==> config.mk <==
export PLATFORM = sky130hd
export DESIGN_NAME = psw_merge
export DESIGN_NICKNAME = d
export VERILOG_FILES = /design/src/sv/psw_pkg.sv /design/src/sv/psw_merge.sv
export SDC_FILE = /design/constraint.sdc
export NUM_CORES = 1
export LEC_CHECK = 0
export ABC_AREA = 1
export ABC_CLOCK_PERIOD_IN_PS = 5700
export BUFFER_PORTS_ARGS = -buffer_cell sky130_fd_sc_hd__buf_2
export CORE_AREA = 2 2 189 191
export DETAILED_ROUTE_END_ITERATION = 16
export DIE_AREA = 0 0 191 193
export GPL_ROUTABILITY_DRIVEN = 1
export HOLD_SLACK_MARGIN = 0.02
export PLACE_DENSITY = 0.7
export SLEW_MARGIN = 20
export SYNTH_ARGS = -nofsm -noshare
export SYNTH_HDL_FRONTEND = slang
export SYNTH_SLANG_ARGS = --single-unit
export TNS_END_PERCENT = 5
==> constraint.sdc <==
create_clock -name clk -period 5.7 [get_ports clk]
set_input_delay 0.285 -clock clk [delete_from_list [all_inputs] [get_ports clk]]
set_output_delay 0.285 -clock clk [all_outputs]
set_load 0.01 [all_outputs]
==> src/sv/psw_pkg.sv <==
`timescale 1ns / 1ps
package psw_pkg;

  localparam int MAX_STEPS_DEF    = 8;
  localparam int COEF_BITS_DEF    = 16;
  localparam int CORDIC_ITERS_DEF = 16;

  localparam logic [3:0] STEP_RESET = 4'd4;
  localparam logic [3:0] STEP_MIN   = 4'd3;
  localparam logic       REG_STEP_COUNT = 1'b0;

  localparam logic signed [31:0] Q_ONE  = 32'sd1073741824;
  localparam logic signed [31:0] Q_HALF = 32'sd536870912;
  localparam logic signed [31:0] Q_S60  = 32'sd929887697;
  localparam logic signed [31:0] Q_C72  = 32'sd331804471;
  localparam logic signed [31:0] Q_S72  = 32'sd1021189159;
  localparam logic signed [31:0] Q_C36  = 32'sd868675383;
  localparam logic signed [31:0] Q_S36  = 32'sd631129609;
  localparam logic signed [31:0] Q_C7A  = 32'sd669467077;
  localparam logic signed [31:0] Q_S7A  = 32'sd839485162;
  localparam logic signed [31:0] Q_C7B  = 32'sd238930034;
  localparam logic signed [31:0] Q_S7B  = 32'sd1046820875;
  localparam logic signed [31:0] Q_C7C  = 32'sd967407956;
  localparam logic signed [31:0] Q_S7C  = 32'sd465879117;
  localparam logic signed [31:0] Q_R45  = 32'sd759250125;

  localparam logic signed [31:0] ROM_COS [6][8] = '{
    '{Q_ONE, -Q_HALF, -Q_HALF, 0, 0, 0, 0, 0},
    '{Q_ONE, 0, -Q_ONE, 0, 0, 0, 0, 0},
    '{Q_ONE, Q_C72, -Q_C36, -Q_C36, Q_C72, 0, 0, 0},
    '{Q_ONE, Q_HALF, -Q_HALF, -Q_ONE, -Q_HALF, Q_HALF, 0, 0},
    '{Q_ONE, Q_C7A, -Q_C7B, -Q_C7C, -Q_C7C, -Q_C7B, Q_C7A, 0},
    '{Q_ONE, Q_R45, 0, -Q_R45, -Q_ONE, -Q_R45, 0, Q_R45}
  };

  localparam logic signed [31:0] ROM_SIN [6][8] = '{
    '{0, Q_S60, -Q_S60, 0, 0, 0, 0, 0},
    '{0, Q_ONE, 0, -Q_ONE, 0, 0, 0, 0},
    '{0, Q_S72, Q_S36, -Q_S36, -Q_S72, 0, 0, 0},
    '{0, Q_S60, Q_S60, 0, -Q_S60, -Q_S60, 0, 0},
    '{0, Q_S7A, Q_S7B, Q_S7C, -Q_S7C, -Q_S7B, -Q_S7A, 0},
    '{0, Q_R45, Q_ONE, Q_R45, 0, -Q_R45, -Q_ONE, -Q_R45}
  };

  localparam logic [31:0] ATAN_ROM [24] = '{
    32'd536870912, 32'd316933406, 32'd167458907, 32'd85004756, 32'd42667331,
    32'd21354465, 32'd10679838, 32'd5340245, 32'd2670163, 32'd1335087,
    32'd667544, 32'd333772, 32'd166886, 32'd83443, 32'd41722, 32'd20861,
    32'd10430, 32'd5215, 32'd2608, 32'd1304, 32'd652, 32'd326, 32'd163, 32'd81
  };

  // round Q2.30 to cb fraction bits, ties away from zero
  function automatic logic signed [31:0] coef_round(input logic signed [31:0] q,
                                                    input int cb);
    logic [31:0] m;
    logic [31:0] r;
    m = q[31] ? 32'(-q) : 32'(q);
    r = (m + (32'd1 << (29 - cb))) >> (30 - cb);
    return q[31] ? -$signed(r) : $signed(r);
  endfunction

endpackage

==> src/sv/psw_merge.sv <==
`timescale 1ns / 1ps
module psw_merge #(
  parameter int LANES = psw_pkg::MAX_STEPS_DEF,
  parameter int PW    = psw_pkg::COEF_BITS_DEF + 11,
  parameter int SW    = PW + 3
) (
  input  logic                 clk,
  input  logic                 adv,
  input  logic signed [PW-1:0] prod_c [LANES],
  input  logic signed [PW-1:0] prod_s [LANES],
  output logic signed [SW-1:0] sum_c_r,
  output logic signed [SW-1:0] sum_s_r
);
  logic signed [SW-1:0] sum_c_nxt;
  logic signed [SW-1:0] sum_s_nxt;

  always_comb begin
    sum_c_nxt = '0;
    sum_s_nxt = '0;
    for (int t = 0; t < LANES; t++) begin
      sum_c_nxt = sum_c_nxt + SW'(prod_c[t]);
      sum_s_nxt = sum_s_nxt + SW'(prod_s[t]);
    end
  end

  always_ff @(posedge clk) begin
    if (adv) begin
      sum_c_r <= sum_c_nxt;
      sum_s_r <= sum_s_nxt;
    end
  end
endmodule

Word-level counts from Yosys, hierarchy flattened
Cells that the tools add are included.

Output and inout port bits: 60. Bits of input ports: 434. Word-level logic and storage cells: 16. Register bits after elaboration: 60.

Add/sub/neg operators: 14.

Operators with widths (count): 30-bit by 27-bit adder with 30-bit output (8); 29-bit by 27-bit adder with 30-bit output (2); 28-bit by 27-bit adder with 29-bit output (2); 27-bit by 27-bit adder with 28-bit output (2).

Longest topological paths before layout
Depth after elaboration: 7. Mapped depth: 19. Depth with buffers taken out: 19.

Worst setup path after synthesis
OpenSTA, ideal clock, no wires.

Path kind: input port to flip-flop. From: input prod_s[83] (netlist bit). To: register sum_s_r[26], data pin. Data required time: 5.447 ns. Arrival: 3.628 ns. Slack: 1.819 ns. Setup time: 0.253 ns. Stages: 18. Buffers on the path: 0. Path through: inv_1 > fa_1 > inv_1 > fa_1 > fa_1 > inv_1 > fa_1 > inv_1 > ha_1 > fa_1 > nand2_1 > nand3_1 > nand3_1 > nand2_1 > nand3_1 > nand3_1 > nand2_1 > nand2_1.

Longest elaborated chain between the ends: 4.

Ends and longest elaborated chain: start: declaration (line psw_merge.sv:10) `input logic signed [PW-1:0] prod_s [LANES],`; 30-bit by 27-bit adder with 30-bit output (4 in a row) (line psw_merge.sv:22) `sum_s_nxt = sum_s_nxt + SW'(prod_s[t]);`; named net sum_s_nxt[26] (line psw_merge.sv:15) `logic signed [SW-1:0] sum_s_nxt;`; end signal: assignment (line psw_merge.sv:29) `sum_s_r <= sum_s_nxt;`; end: declaration (line psw_merge.sv:12) `output logic signed [SW-1:0] sum_s_r`.

The timed path passes the listed nets, and every way through them passes these cells. A chain may end at the register's enable or synchronous reset.

Worst setup path in the final report
From: input prod_c[91] (netlist bit). To: register sum_c_r[29], data pin.

Longest elaborated chain between the ends: 4.

Ends and longest elaborated chain: start: declaration (line psw_merge.sv:9) `input logic signed [PW-1:0] prod_c [LANES],`; 30-bit by 27-bit adder with 30-bit output (4 in a row) (line psw_merge.sv:21) `sum_c_nxt = sum_c_nxt + SW'(prod_c[t]);`; named net sum_c_nxt[29] (line psw_merge.sv:14) `logic signed [SW-1:0] sum_c_nxt;`; end signal: assignment (line psw_merge.sv:28) `sum_c_r <= sum_c_nxt;`; end: declaration (line psw_merge.sv:11) `output logic signed [SW-1:0] sum_c_r,`.

The timed path passes the listed nets, and every way through them passes these cells.

==> impl_metrics.tcl <==
set metrics [dict create \
    maxCapViolations 0 \
    outcome "finished, final reports clean" \
    wire_per_inst_um 13.4 \
    fin_cells 2829 \
    htree_levels 3 \
    diodes 0 \
    critical_path_class "input pin to register" \
    fin_crit_sh_pct 70.5 \
    synth_cell_types 24 \
    grt_pass1_vias 12900 \
    vias 12300 \
    die-area_sq_um 36900 \
    end_kind "register" \
    cts_root_buf "clkbuf_16" \
    avgSynthCellArea_sq_um 8.07 \
    grt_start_max_net_pins 61 \
    cts_sinks 60 \
    place.gp.congestion 0.920 \
    synth_top_cell_by_area "fa_1" \
    rsz0062_at_grt "no" \
    drc 0 \
    crit_path_start_kind "input pin" \
    place_hpwl_um 35300 \
    yosysWarningCount 0 \
    max_freq_ghz 0.249 \
    period_minus_slack_ns 4.02 \
    maxSlewViolCount 0 \
    power.static_leakage_nw 11.3 \
    gr-total-overflow 0 \
    setup_viol 0 \
    synth_fp_nets 2683 \
    drt_iter0_drc 532 \
    layout-drive-gt1-share_pct 23.7 \
    worst_slew_pin_slew_ns 0.918 \
    hold_path_class "input pin to register" \
    ctsLongestPathBuffers 2 \
    grt_pass1_wl_um 61100 \
    die_w_um 191 \
    coreArea_sq_um 35000 \
    synth_cells 1859 \
    ys_seq_area_share_pct 12.0 \
    crit_path_max_fanout 4 \
    io_buffers 493 \
    postCtsHoldBufs 0 \
    synth_area_leaders "fa_1 (44%), inv_1 (20%), edfxtp_1 (12%), nand2_1 (8.4%), ha_1 (5.0%)" \
    synthesis.area_sq_um 15000 \
    critPathArrivalTime_ns 4.12 \
    dp_cells 2814 \
    antenna_found_initial 0 \
    cp.required_ns 5.80 \
    ys_ff_latch 60 \
    area_growth_pct 22.1 \
    post_cts_resized 0 \
    hold_violations 0 \
    cts_buffers 9 \
    start_util_pct 42.9 \
    pin_count 494 \
    drt-pass1-iter-count 5 \
    cts_tree "yes" \
    wl_um 37900 \
    tns_ns 0 \
    cts_setup_buffers 0 \
    vdd_ir_drop_max_mv 0.324 \
    final_common_cell "inv_1" \
    synth_top_area_share_pct 44.0 \
    die_h_um 193 \
    grt_use_total_pct 21.2 \
    core.rowCount 69 \
    fin_nets 3188 \
    ant_nets 0 \
    fin_util_pct 52.4 \
    vias_per_cell 4.35 \
    fillers 3299 \
    cellPowerDensity_nw_per_um2 659 \
    max-slew-margin-rel_pct 38.8 \
    final_cell_mix "inv_1 (816), buf_2 (493), nand2_1 (335)" \
    clk_pin_slew_worst_paths_ns 0.06 \
]
[cell type report]
class                      count  area [sq um]  area share [%]
clock inverter                 6          32.5           0.178
multi-input combinational    979         10100            55.3
timing repair buffer         494          2470            13.5
sequential                    60          1800            9.84
tap                          461           577            3.15
clock buffer                   9           225            1.23
inverter                     820          3080            16.8
[worst paths after layout]
path	slack, ns	cells past startpoint	startpoint	to
min	0.35	3	prod_c[189]	sum_c_r[0]
max	1.68	19	prod_c[91]	sum_c_r[29]
[power breakdown]
group / leakage [nW] / internal [mW] / switching (mW) / total, mW
clock: 0.122 / 0.287 / 0.218 / 0.505
combinational: 10.6 / 3.69 / 6.63 / 10.3
sequential: 0.586 / 1.17 / 0.0664 / 1.24
[stage by stage]
step	instance area (sq um)	hold WS, ns	setup slack [ns]	power, mW
floorplan	15000	0.397	1.82	8.70
detailed placement	18100	0.700	1.36	11.6
global route	18300	0.352	1.52	13.6
CTS	18300	0.345	1.73	12.1
global placement	18100	0.699	1.35	11.5
finish	18300	0.350	1.68	12.1
[layer usage]
layer	GRT usage [%]	part of all wire (%)
met5	0	0
met4	5.61	2.2
met2	37.6	50
met1	27.2	41
met3	2.97	6.5
[cells in the mapped netlist]
master	count
or2_0	2
nor2_2	15
nand3b_2	3
inv_1	816
xnor2_1	13
nand2_2	17
and2_1	6
a21oi_1	35
nand3_1	45
ha_1	60
a21o_1	2
nor3_2	6
fa_1	330
inv_2	4
nand2_1	335
nand3_2	6
o21bai_1	2
a21oi_2	2
edfxtp_1	60
o21ai_0	2
xor2_1	23
nor3_4	2
nand4_1	12
nor2_1	61
[cells by family (layout without fill, tap and decap cells)]
logic type | Yosys count | count (layout) | synth area share, %
buf+inv | 820 | 1329 | 20.5
simple gates | 510 | 510 | 14.8
fa+ha+maj | 390 | 390 | 49.0
flops | 60 | 60 | 12.0
compound gates | 43 | 43 | 1.55
xor+xnor | 36 | 36 | 2.10
[sequential cells by signal (all words and copies together), names as in the netlist]
name     count
sum_s_r     30
sum_c_r     30
[critical path, cell delays in order]
cell	delay [ns]
buf_2	0.07
inv_1	0.04
fa_1	0.58
inv_1	0.12
fa_1	0.54
fa_1	0.60
inv_1	0.07
fa_1	0.47
inv_1	0.04
ha_1	0.34
nand2_2	0.13
inv_1	0.04
nand2_1	0.06
nand2_1	0.09
nand3b_2	0.34
nand2_1	0.14
nand2_1	0.06
nand2_1	0.06
nand2_1	0.05
Note: power is estimated with default switching activity, not from simulation.
