**src/sv/psw_pkg.sv**
```systemverilog
`timescale 1ns / 1ps
package psw_pkg;

  localparam int MAX_STEPS_DEF    = 8;
  localparam int COEF_BITS_DEF    = 16;
  localparam int CORDIC_ITERS_DEF = 16;

  localparam logic [3:0] STEP_RESET = 4'd4;
  localparam logic [3:0] STEP_MIN   = 4'd3;
  localparam logic       REG_STEP_COUNT = 1'b0;

  localparam logic signed [31:0] Q_ONE  = 32'sd1073741824;
  localparam logic signed [31:0] Q_HALF = 32'sd536870912;
  localparam logic signed [31:0] Q_S60  = 32'sd929887697;
  localparam logic signed [31:0] Q_C72  = 32'sd331804471;
  localparam logic signed [31:0] Q_S72  = 32'sd1021189159;
  localparam logic signed [31:0] Q_C36  = 32'sd868675383;
  localparam logic signed [31:0] Q_S36  = 32'sd631129609;
  localparam logic signed [31:0] Q_C7A  = 32'sd669467077;
  localparam logic signed [31:0] Q_S7A  = 32'sd839485162;
  localparam logic signed [31:0] Q_C7B  = 32'sd238930034;
  localparam logic signed [31:0] Q_S7B  = 32'sd1046820875;
  localparam logic signed [31:0] Q_C7C  = 32'sd967407956;
  localparam logic signed [31:0] Q_S7C  = 32'sd465879117;
  localparam logic signed [31:0] Q_R45  = 32'sd759250125;

  localparam logic signed [31:0] ROM_COS [6][8] = '{
    '{Q_ONE, -Q_HALF, -Q_HALF, 0, 0, 0, 0, 0},
    '{Q_ONE, 0, -Q_ONE, 0, 0, 0, 0, 0},
    '{Q_ONE, Q_C72, -Q_C36, -Q_C36, Q_C72, 0, 0, 0},
    '{Q_ONE, Q_HALF, -Q_HALF, -Q_ONE, -Q_HALF, Q_HALF, 0, 0},
    '{Q_ONE, Q_C7A, -Q_C7B, -Q_C7C, -Q_C7C, -Q_C7B, Q_C7A, 0},
    '{Q_ONE, Q_R45, 0, -Q_R45, -Q_ONE, -Q_R45, 0, Q_R45}
  };

  localparam logic signed [31:0] ROM_SIN [6][8] = '{
    '{0, Q_S60, -Q_S60, 0, 0, 0, 0, 0},
    '{0, Q_ONE, 0, -Q_ONE, 0, 0, 0, 0},
    '{0, Q_S72, Q_S36, -Q_S36, -Q_S72, 0, 0, 0},
    '{0, Q_S60, Q_S60, 0, -Q_S60, -Q_S60, 0, 0},
    '{0, Q_S7A, Q_S7B, Q_S7C, -Q_S7C, -Q_S7B, -Q_S7A, 0},
    '{0, Q_R45, Q_ONE, Q_R45, 0, -Q_R45, -Q_ONE, -Q_R45}
  };

  localparam logic [31:0] ATAN_ROM [24] = '{
    32'd536870912, 32'd316933406, 32'd167458907, 32'd85004756, 32'd42667331,
    32'd21354465, 32'd10679838, 32'd5340245, 32'd2670163, 32'd1335087,
    32'd667544, 32'd333772, 32'd166886, 32'd83443, 32'd41722, 32'd20861,
    32'd10430, 32'd5215, 32'd2608, 32'd1304, 32'd652, 32'd326, 32'd163, 32'd81
  };

  // round Q2.30 to cb fraction bits, ties away from zero
  function automatic logic signed [31:0] coef_round(input logic signed [31:0] q,
                                                    input int cb);
    logic [31:0] m;
    logic [31:0] r;
    m = q[31] ? 32'(-q) : 32'(q);
    r = (m + (32'd1 << (29 - cb))) >> (30 - cb);
    return q[31] ? -$signed(r) : $signed(r);
  endfunction

endpackage

```
**src/sv/psw_cordic_stage.sv**
```systemverilog
`timescale 1ns / 1ps
module psw_cordic_stage #(
  parameter int I  = 0,
  parameter int W  = psw_pkg::COEF_BITS_DEF + 15,
  parameter int ZW = 34
) (
  input  logic                 clk,
  input  logic                 adv,
  input  logic signed [W-1:0]  x_in,
  input  logic signed [W-1:0]  y_in,
  input  logic signed [ZW-1:0] z_in,
  output logic signed [W-1:0]  x_r,
  output logic signed [W-1:0]  y_r,
  output logic signed [ZW-1:0] z_r
);
  import psw_pkg::*;

  logic signed [ZW-1:0] ang;
  logic signed [W-1:0]  dx;
  logic signed [W-1:0]  dy;

  assign ang = $signed({{(ZW-32){1'b0}}, ATAN_ROM[I]});
  assign dx  = y_in >>> I;
  assign dy  = x_in >>> I;

  always_ff @(posedge clk) begin
    if (adv) begin
      if (!y_in[W-1]) begin
        x_r <= x_in + dx;
        y_r <= y_in - dy;
        z_r <= z_in + ang;
      end else begin
        x_r <= x_in - dx;
        y_r <= y_in + dy;
        z_r <= z_in - ang;
      end
    end
  end
endmodule

```
**config.mk**
```make
export PLATFORM = sky130hd
export DESIGN_NAME = psw_cordic_stage
export DESIGN_NICKNAME = d
export VERILOG_FILES = /design/src/sv/psw_pkg.sv /design/src/sv/psw_cordic_stage.sv
export SDC_FILE = /design/constraint.sdc
export NUM_CORES = 1
export LEC_CHECK = 0
export BUFFER_PORTS_ARGS = -buffer_cell sky130_fd_sc_hd__buf_2
export CAP_MARGIN = 20
export CORE_MARGIN = 1
export CORE_UTILIZATION = 40
export CTS_CLUSTER_SIZE = 28
export DETAILED_ROUTE_END_ITERATION = 8
export HOLD_SLACK_MARGIN = 0.08
export SYNTH_ARGS = -nofsm -noshare
export SYNTH_HDL_FRONTEND = slang
export SYNTH_SLANG_ARGS = --single-unit
```
**constraint.sdc**
```tcl
create_clock -name clk -period 2.8 [get_ports clk]
set_input_delay 0.56 -clock clk [delete_from_list [all_inputs] [get_ports clk]]
set_output_delay 0.56 -clock clk [all_outputs]
set_load 0.02 [all_outputs]
```
Yosys cells after proc, flatten, opt, wreduce, memory -nomap -nowiden
Index checks and enable logic that the tools add are counted.
{"block": "totals", "ff_bits": 96, "out_inout_bits": 96, "elab_cells": 11}
{"block": "classes", "muxes": 3, "addsub": 5}
{"cell": "31-bit two-way mux", "n": 2}
{"cell": "31-bit subtractor", "n": 2}
{"cell": "34-bit by 31-bit adder with 34-bit output (second input constant)", "n": 1}
{"cell": "34-bit two-way mux", "n": 1}
{"cell": "34-bit by 31-bit subtractor with 34-bit output (second input constant)", "n": 1}
{"cell": "31-bit adder", "n": 1}

Logic depth before layout (Yosys ltp)
Gate-level depths: netlist (run 1).
{"block": "logic_depth", "depth_word": 2, "depth_mapped": 12}

Least setup slack after synthesis (run 1)
Ideal clock, no wire load.
{"block": "synth_timing", "kind": "in2reg", "from": "input y_in[0]", "to": "register y_r[30] (data pin)", "setup_ps": 274, "cell_stages": 12, "slack_ps": -178, "required_ps": 2526, "arrival_ps": 2705, "path_cell_list": "inv_1 > ha_1 > fa_1 > nor2b_1 > o21ai_2 > a311oi_2 > o211a_1 > nand3_2 > a311o_1 > a211oi_2 > o41ai_1 > xor2_1"}
{"block": "synth_via", "elab_chain_cells": 2, "word_cells_on_any_way": 3}
{"element": "start: declaration", "line": "psw_cordic_stage.sv:10", "source": "input logic signed [W-1:0] y_in,"}
{"element": "31-bit subtractor / 31-bit adder (equally long branches)", "line": "psw_cordic_stage.sv:30, psw_cordic_stage.sv:34"}
{"element": "31-bit two-way mux (*)", "line": "psw_cordic_stage.sv:28", "source": "if (!y_in[W-1]) begin"}
{"element": "end signal: assignment", "line": "psw_cordic_stage.sv:30", "source": "y_r <= y_in - dy;"}
{"element": "end signal: assignment", "line": "psw_cordic_stage.sv:34", "source": "y_r <= y_in + dy;"}
{"element": "end: declaration", "line": "psw_cordic_stage.sv:13", "source": "output logic signed [W-1:0] y_r,"}
Mark *: on every way between the ends. The rest lies on a longest branch, timed or not.
A chain may end at the register's enable or synchronous reset.

Worst setup path in the final report (run 1)
{"block": "layout_timing", "from": "input x_in[0]", "to": "register y_r[14] (data pin)"}
{"block": "layout_via", "elab_chain_cells": 2, "word_cells_on_any_way": 3}
{"element": "start: declaration", "line": "psw_cordic_stage.sv:9", "source": "input logic signed [W-1:0] x_in,"}
{"element": "31-bit subtractor / 31-bit adder (equally long branches)", "line": "psw_cordic_stage.sv:30, psw_cordic_stage.sv:34"}
{"element": "31-bit two-way mux (*)", "line": "psw_cordic_stage.sv:28"}
Marks and branches as above.

==> results.py, run 1 <==
metrics = {
    "critical_path": {
        "cp-start-kind": "input pin",
        "cp.arrival_ns": 2.92,
        "end_kind": "register",
        "critPathKind": "input pin to register",
        "required_ns": 2.90,
        "worst-path-max-fanout": 3,
    },
    "final_layout": {
        "post-route-util_pct": 60.9,
        "final_cells": 1631,
        "drive_gt1_share_pct": 41.9,
        "diodes": 0,
        "final_common_cell": "buf_4",
        "area_growth_pct": 47.6,
        "stdcell_area_sq_um": 12400,
        "final_cell_mix": "254 x buf_4, 187 x buf_2, 95 x edfxtp_1",
        "fin_nets": 1558,
    },
    "logic_synthesis": {
        "yosysSeqAreaShare_pct": 33.8,
        "yosysTopAreaCell": "edfxtp_1",
        "synth.top_cell.area_share_pct": 33.8,
        "synth-main-ff-cell": "edfxtp_1",
        "synth_edf_count": 95,
        "syn-instance-count": 928,
        "syn_area_per_cell_sq_um": 9.08,
        "netlist_area_sq_um": 8430,
        "syn_nets": 1130,
        "synth_cell_types": 83,
        "synthTopCellsByArea": "edfxtp_1 34%, ha_1 15%, a21oi_1 6.1%",
        "yosys_warnings": 0,
        "async_flop_share_pct": 0,
        "ys_ff_latch": 95,
    },
    "sta": {
        "hold_violations": 0,
        "setup_tns_ns": -0.0200,
        "final.setup.worst_slack_ns": -0.0200,
        "worst_slew_pin_slew_ns": 0.496,
        "fmax_ghz": 0.355,
        "setup_viol": 1,
        "period_share_pct": 101,
        "grt_setup_unrepaired": "yes",
        "slew_violations": 0,
        "relSlewSlack_pct": 66.7,
        "fin_crit_ns": 2.82,
    },
    "floorplanning": {
        "die_w_microns": 147,
        "core_region_area_sq_um": 20400,
        "io_pins": 194,
        "fp.dieArea_sq_um": 21700,
        "die_y_microns": 147,
        "initial_core_util_pct": 41.3,
        "row_count": 52,
    },
    "routing": {
        "drc_errors": 0,
        "drtPass1Iterations": 5,
        "drt_iter0_drc": 574,
        "dr_total_vias": 8566,
        "highest_layer": "met4",
        "wire_per_inst_microns": 18.2,
        "dr_wl_met3_microns": 2510,
        "wirelength_microns": 29700,
        "drt-vias-per-instance": 5.25,
        "wl_met2_microns": 13300,
        "m1WireLength_microns": 13300,
        "ant_nets": 0,
    },
    "power": {
        "pwr_density_cell_nw_per_um2": 451,
        "ir_drop_mv": 0.273,
        "leakage_nw": 5.82,
    },
    "hold_path": {
        "holdCritPathClass": "input pin to register",
        "whs_path_depth": 1,
    },
    "place": {
        "place_area_sq_um": 11500,
        "place_ws_ns": -0.597,
        "place_inst": 1600,
        "io_buffer_count": 193,
        "routabilityCongestion": 0.983,
        "dp_hpwl_microns": 24300,
    },
    "cts": {
        "cts.sinks": 95,
        "clk_pin_slew_ns": 0.08,
        "cts_buffers": 9,
        "cts_root_buf": "clkbuf_16",
        "htree_levels": 3,
        "cts_tree": "built",
        "cts.hold.buffers_added": 0,
        "cts_max_path_buffers": 2,
    },
    "outcome": {
        "violations": "setup timing",
        "status": "complete, but fails checks",
    },
    "grt": {
        "overflow": 0,
        "grt_max_degree": 48,
        "grt_pass1_wl_microns": 44600,
        "grt_pass1_vias": 8088,
        "antenna_found_initial": 0,
        "grtUsageTotal_pct": 26.7,
    },
    "run": {
        "maxCapViolCount": 0,
    },
}
state kept, by name (all words and copies together), names as in the netlist:
register  count
x_r          30
z_r          34
y_r          31
critical path, cell delays in order:
cell and delay (ns):
buf_6 0.11, ha_1 0.20, inv_1 0.08, fa_2 0.21, nor2_2 0.05, o211ai_1 0.35
a31oi_2 0.20, buf_4 0.18, o311ai_4 0.27, a21oi_1 0.10, or2_2 0.32, nand2_1 0.09
o21ai_2 0.06, xnor2_1 0.13
final timing paths:
kind | from | end
worst min-delay path | z_in[21] | z_r[21]
worst max-delay path | x_in[0] | y_r[14]
per-layer routing:
| layer | vias up | GRT usage [%] |
|---|---|---|
| met1 | 3999 | 36.8 |
| met2 | 382 | 42.1 |
| met4 | 0 | 8.04 |
| li1 | 4157 | - |
| met5 | - | 0 |
| met3 | 28 | 5.53 |
power by group:
group | switching [mW] | leakage (nW) | total, mW | internal (mW)
Clock | 0.597 | 0.139 | 1.22 | 0.625
Combinational | 1.40 | 4.75 | 2.49 | 1.08
Sequential | 0.0664 | 0.930 | 1.90 | 1.83
Total | 2.07 | 5.82 | 5.61 | 3.54
what timing repair did:
item	4_1_cts	5_1_grt
pin swaps	32	35
setup endpoints to repair	23	26
resized for setup	45	69
setup buffers	6	9
cells by family after synthesis:
| kind of cell | Yosys count | synth area share (%) |
|---|---|---|
| buffers and inverters | 134 | 6.40 |
| DFF | 95 | 33.8 |
| adders and majority gates | 104 | 15.8 |
| and+or+nand+nor | 230 | 13.6 |
| AOI/OAI and AO/OA | 288 | 22.1 |
| muxes | 15 | 1.78 |
| xor gates and xnor gates | 62 | 6.44 |
through the flow:
stage / hold WS, ns / power (mW)
floorplan: 0.659 / 3.15
global placement: 0.736 / 4.21
detailed placement: 0.738 / 4.23
CTS: 0.368 / 5.51
global route: 0.372 / 5.87
finish: 0.379 / 5.61
cell type report:
type,instances,area [sq um]
Clock buffer,9,225
Clock inverter,7,67.6
Fill cell,1824,7990
Inverter,96,375
Multi-Input combinational cell,699,5550
Sequential cell,95,2850
Tap cell,270,338
Timing Repair Buffer,455,3040
synth_stat cells (3+ instances only):
master / instances
buf_1: 9
nor2b_1: 12
nand4_1: 8
a21boi_0: 4
ha_1: 100
nand3_1: 12
a221oi_1: 3
xnor2_1: 55
nor3_1: 14
a21o_1: 18
xor2_1: 7
clkinv_1: 3
buf_2: 11
o22ai_1: 3
fa_1: 4
o211ai_1: 10
o21a_1: 6
edfxtp_1: 95
nand2_1: 43
a31oi_1: 3
o21ai_1: 4
nor2_1: 83
buf_4: 4
a21oi_1: 102
and2_1: 4
o21ai_0: 61
o31ai_1: 8
inv_1: 90
a211oi_1: 8
nand3b_1: 4
or2_2: 4
nand2b_1: 12
clkbuf_1: 13
mux2i_1: 15
nor4_1: 7
o211a_1: 3
inv_2: 3
and3_1: 8
o21bai_1: 20
(Power assumes the default switching activity.)
==> run 2: changes to the inputs <==
- RECOVER_POWER: not set -> 100
==> run 2 against run 1 <==
Effect of this change: the flow still finishes with violations (setup timing); power barely moved; clock power barely moved; sequential cell count did not move; largest cell class unchanged; critical path type unchanged; global-route usage did not move; highest routed layer unchanged; first-iteration DRC count rose by 1.9%.
==> results.py, run 2 (synthesis results as in run 1) <==
metrics = {
    "run": {
        "maxCapViolCount": 0,
    },
    "routing": {
        "highest_layer": "met4",
        "m1WireLength_microns": 13400,
        "drtPass1Iterations": 5,
        "drt_iter0_drc": 585,
        "dr_total_vias": 8555,
        "wl_met2_microns": 13300,
        "drt-vias-per-instance": 5.25,
        "drc_errors": 0,
        "ant_nets": 0,
        "wire_per_inst_microns": 18.3,
        "dr_wl_met3_microns": 2370,
        "wirelength_microns": 29800,
    },
    "sta": {
        "grt_setup_unrepaired": "yes",
        "relSlewSlack_pct": 21.0,
        "hold_violations": 0,
        "holdWs_ns": 0.379,
        "worst_slew_pin_slew_ns": 1.19,
        "fin_crit_ns": 2.82,
        "period_share_pct": 101,
        "setup_viol": 1,
        "fmax_ghz": 0.354,
        "final.setup.worst_slack_ns": -0.0246,
        "slew_violations": 0,
    },
    "final_layout": {
        "largest_reg_flops": 34,
        "post-route-util_pct": 60.8,
        "area_growth_pct": 47.5,
        "final_common_cell": "buf_4",
        "drive_gt1_share_pct": 41.5,
        "diodes": 0,
        "largest_register": "z_r",
        "stdcell_area_sq_um": 12400,
        "n_fill_cell": 1827,
        "fin_nets": 1558,
        "reg_top3": "z_r (34), y_r (31), x_r (30)",
        "final_cell_mix": "253 x buf_4, 183 x buf_2, 95 x edfxtp_1",
    },
    "grt": {
        "grtUsageTotal_pct": 26.7,
        "grt_pass1_vias": 8088,
        "grt_pass1_wl_microns": 44600,
        "overflow": 0,
        "grt_max_degree": 48,
        "antenna_found_initial": 0,
    },
    "critical_path": {
        "worst-path-max-fanout": 3,
        "crit_buf_inv": 3,
        "path_depth": 14,
        "cp-start-kind": "input pin",
        "end_kind": "register",
        "cp_slowest_cell": "o211ai_1",
        "crit_chain": "buf_6 > ha_1 > inv_1 > fa_2 > nor2_2 > o211ai_1 > a31oi_2 > buf_4 > o311ai_4 > a21oi_1 > or2_2 > nand2_1 > o21ai_2 > xnor2_1",
        "cp_top_family": "compound AO/OA/AOI/OAI gates",
        "critPathLaunch": "x_in[0]",
        "worstSetupEndpoint": "y_r[14]",
        "critPathKind": "input pin to register",
        "required_ns": 2.90,
        "critical_path.max_stage_delay_ns": 0.35,
        "cp.arrival_ns": 2.92,
    },
    "power": {
        "p_int_mw": 3.54,
        "pwr_density_cell_nw_per_um2": 451,
        "combPwrFrac_pct": 44.3,
        "p_seq_share_pct": 33.8,
        "p_sw_share_pct": 36.9,
        "clkPwrFrac_pct": 21.8,
        "leakage_nw": 5.80,
        "ir_drop_mv": 0.273,
        "switchingPower_mw": 2.07,
    },
    "cts": {
        "cts.sinks": 95,
        "cts_tree": "built",
        "htree_levels": 3,
        "clk_pin_slew_ns": 0.08,
        "cts_max_path_buffers": 2,
        "cts_buffers": 9,
        "cts_root_buf": "clkbuf_16",
    },
    "place": {
        "io_buffer_count": 193,
        "routabilityCongestion": 0.983,
        "dp_hpwl_microns": 24300,
        "place_area_sq_um": 11500,
    },
    "floorplanning": {
        "die_y_microns": 147,
        "io_pins": 194,
        "initial_core_util_pct": 41.3,
        "fp.dieArea_sq_um": 21700,
        "row_count": 52,
        "die_w_microns": 147,
        "core_region_area_sq_um": 20400,
    },
    "hold_path": {
        "whs_path_depth": 1,
        "holdCritPathClass": "input pin to register",
    },
    "outcome": {
        "status": "complete, but fails checks",
        "violations": "setup timing",
    },
}
-- run 2: power by group through the flow --
stage	Clock (mW)	Sequential, mW	Combinational [mW]
floorplan	0	2.18	0.975
global placement	0	1.93	2.28
detailed placement	0	1.93	2.30
CTS	1.24	1.90	2.36
global route	1.29	1.91	2.66
finish	1.22	1.90	2.49
-- run 2: through the flow --
stage / setup slack, ns / cells / TNS (ns) / power (mW)
2_1_floorplan: -0.0695 / 928 / -0.0695 / 3.15
3_3_place_gp: -0.585 / 1600 / -13.26 / 4.21
3_5_place_dp: -0.597 / 1600 / -13.89 / 4.23
4_1_cts: -0.0767 / 1622 / -0.0935 / 5.51
5_1_grt: -0.0848 / 1631 / -0.582 / 5.87
6_report: -0.0246 / 1631 / -0.0246 / 5.61
-- run 2: layout make-up --
type / count / area [sq um] / share of cell area (%)
clock inverters: 7 / 67.6 / 0.544
inverters: 96 / 375 / 3.02
flip-flops and latches: 95 / 2850 / 22.9
repair buffers: 455 / 3030 / 24.3
multi-input cells: 699 / 5550 / 44.6
clock buffers: 9 / 225 / 1.81
well taps: 270 / 338 / 2.72
-- run 2: worst min-delay path by stage --
stage                    to  slack, ns     start
finish              z_r[21]       0.38  z_in[21]
CTS                 z_r[25]       0.37  z_in[25]
floorplan            z_r[0]       0.66   z_in[0]
detailed placement  z_r[21]       0.74  z_in[21]
global route        z_r[21]       0.37  z_in[21]
global placement    z_r[19]       0.74  z_in[19]
-- run 2: per-layer routing --
metal	vias to the layer above	GRT usage, %
met3	32	5.53
met2	371	42.1
met1	3996	36.8
li1	4156	-
met4	0	8.04
met5	-	0
-- run 2: repair_timing --
item                       CTS  global route
buffers inserted             6             9
hold buffers                 0             0
pin swaps                   32            35
gates resized for setup     45            69
setup endpoints to repair   23            26
==> run 3: changes to the inputs <==
- clock period: 2.8 -> 2.45 ns (I/O delays scaled with it)
==> run 3 against run 2 <==
Effect of this change: the flow still finishes with violations (setup timing); sequential share of layout area shrank 1.2 points; largest cell class unchanged; routed wire length fell by 0.25%; critical path type unchanged; critical path depth is 1 lower; critical endpoint is now x_r[16].
==> results.py, run 3 (synthesis results as in run 1) <==
metrics = {
    "outcome": {
        "status": "complete, but fails checks",
        "violations": "setup timing",
    },
    "floorplanning": {
        "fp.dieArea_sq_um": 21700,
        "die_w_microns": 147,
        "core_region_area_sq_um": 20400,
        "io_pins": 194,
        "initial_core_util_pct": 41.3,
        "die_y_microns": 147,
        "row_count": 52,
    },
    "sta": {
        "hold_violations": 0,
        "period_share_pct": 112,
        "holdWs_ns": 0.318,
        "relSlewSlack_pct": 17.0,
        "final.setup.worst_slack_ns": -0.288,
        "setup_viol": 32,
        "worst_slew_pin_slew_ns": 1.24,
        "slew_violations": 0,
        "setup_tns_ns": -3.63,
        "grt_setup_unrepaired": "yes",
        "fin_crit_ns": 2.74,
        "fmax_ghz": 0.365,
    },
    "routing": {
        "drc_errors": 0,
        "ant_nets": 0,
        "m1WireLength_microns": 13400,
        "drt-vias-per-instance": 5.18,
        "drtPass1Iterations": 5,
        "wirelength_microns": 29700,
        "wire_per_inst_microns": 17.7,
        "dr_total_vias": 8699,
        "dr_wl_met3_microns": 2260,
        "drt_iter0_drc": 595,
        "highest_layer": "met4",
        "wl_met2_microns": 13600,
    },
    "cts": {
        "clk_pin_slew_ns": 0.06,
        "cts_tree": "built",
        "cts_max_path_buffers": 2,
        "cts_root_buf": "clkbuf_16",
        "cts.hold.buffers_added": 0,
        "cts_buffers": 9,
        "htree_levels": 3,
        "cts.sinks": 95,
    },
    "grt": {
        "overflow": 0,
        "antenna_found_initial": 0,
        "grtUsageTotal_pct": 26.6,
        "grt_pass1_vias": 8332,
        "grt_max_degree": 90,
        "grt_pass1_wl_microns": 44700,
    },
    "critical_path": {
        "required_ns": 2.53,
        "critPathKind": "input pin to register",
        "cp.arrival_ns": 2.82,
        "end_kind": "register",
        "cp-start-kind": "input pin",
        "worst-path-max-fanout": 3,
    },
    "final_layout": {
        "stdcell_area_sq_um": 13100,
        "largest_reg_flops": 34,
        "final_cells": 1680,
        "area_growth_pct": 55.9,
        "fin_nets": 1606,
        "final_cell_mix": "294 x buf_4, 101 x clkbuf_1, 95 x edfxtp_1",
        "reg_top3": "z_r (34), y_r (31), x_r (30)",
        "largest_register": "z_r",
        "post-route-util_pct": 64.3,
        "n_fill_cell": 1774,
        "drive_gt1_share_pct": 40.6,
        "final_common_cell": "buf_4",
    },
    "hold_path": {
        "holdCritPathClass": "input pin to register",
    },
    "place": {
        "place_area_sq_um": 11900,
        "dp_hpwl_microns": 23900,
        "place_inst": 1629,
        "io_buffer_count": 193,
        "routabilityCongestion": 0.956,
        "place_ws_ns": -0.860,
    },
    "run": {
        "maxCapViolCount": 0,
    },
    "power": {
        "ir_drop_mv": 0.454,
        "leakage_nw": 5.83,
        "power.total_mw": 6.62,
        "pwr_density_cell_nw_per_um2": 503,
    },
}
[run 3: path summary, 6_finish.rpt]
kind,from,depth (start not counted),slack (ns),endpoint
setup / recovery,x_in[2],13,-0.29,x_r[16]
hold / removal,z_in[20],1,0.32,z_r[20]
[run 3: area by class of cell]
| type | instances | area [sq um] | share of cell area [%] |
|---|---|---|---|
| Clock inverter | 7 | 68.8 | 0.524 |
| Clock buffer | 9 | 225 | 1.71 |
| Inverter | 96 | 394 | 3.00 |
| Timing Repair Buffer | 503 | 3320 | 25.2 |
| Tap cell | 270 | 338 | 2.57 |
| Multi-Input combinational cell | 699 | 5940 | 45.2 |
| Antenna cell | 1 | 2.50 | 0.0190 |
| Sequential cell | 95 | 2850 | 21.7 |
[run 3: layer usage]
metal	GRT usage, %	vias up
met1	36.8	4053
met3	4.16	27
li1	-	4244
met5	0	-
met2	43.4	375
met4	6.24	0
[run 3: timing repair]
item | 4_1_cts | 5_1_grt
pin swaps | 38 | 45
setup buffers | 22 | 14
resized for setup | 80 | 88
setup endpoints to repair | 37 | 39
[run 3: worst max-delay path: stages]
cell and delay [ns]:
buf_4 0.13, buf_6 0.11, ha_4 0.15, or2_2 0.29, o211ai_1 0.31, a31oi_2 0.18
buf_4 0.18, o311ai_4 0.24, a31oi_2 0.15, buf_4 0.17, a21oi_4 0.14, mux2i_1 0.10
xnor2_1 0.17
[run 3: power breakdown]
part	internal, mW	leakage, nW	switching (mW)	total [mW]
Clock	0.793	0.145	0.638	1.43
Combinational	1.33	4.76	1.68	3.01
Sequential	2.10	0.930	0.0781	2.17
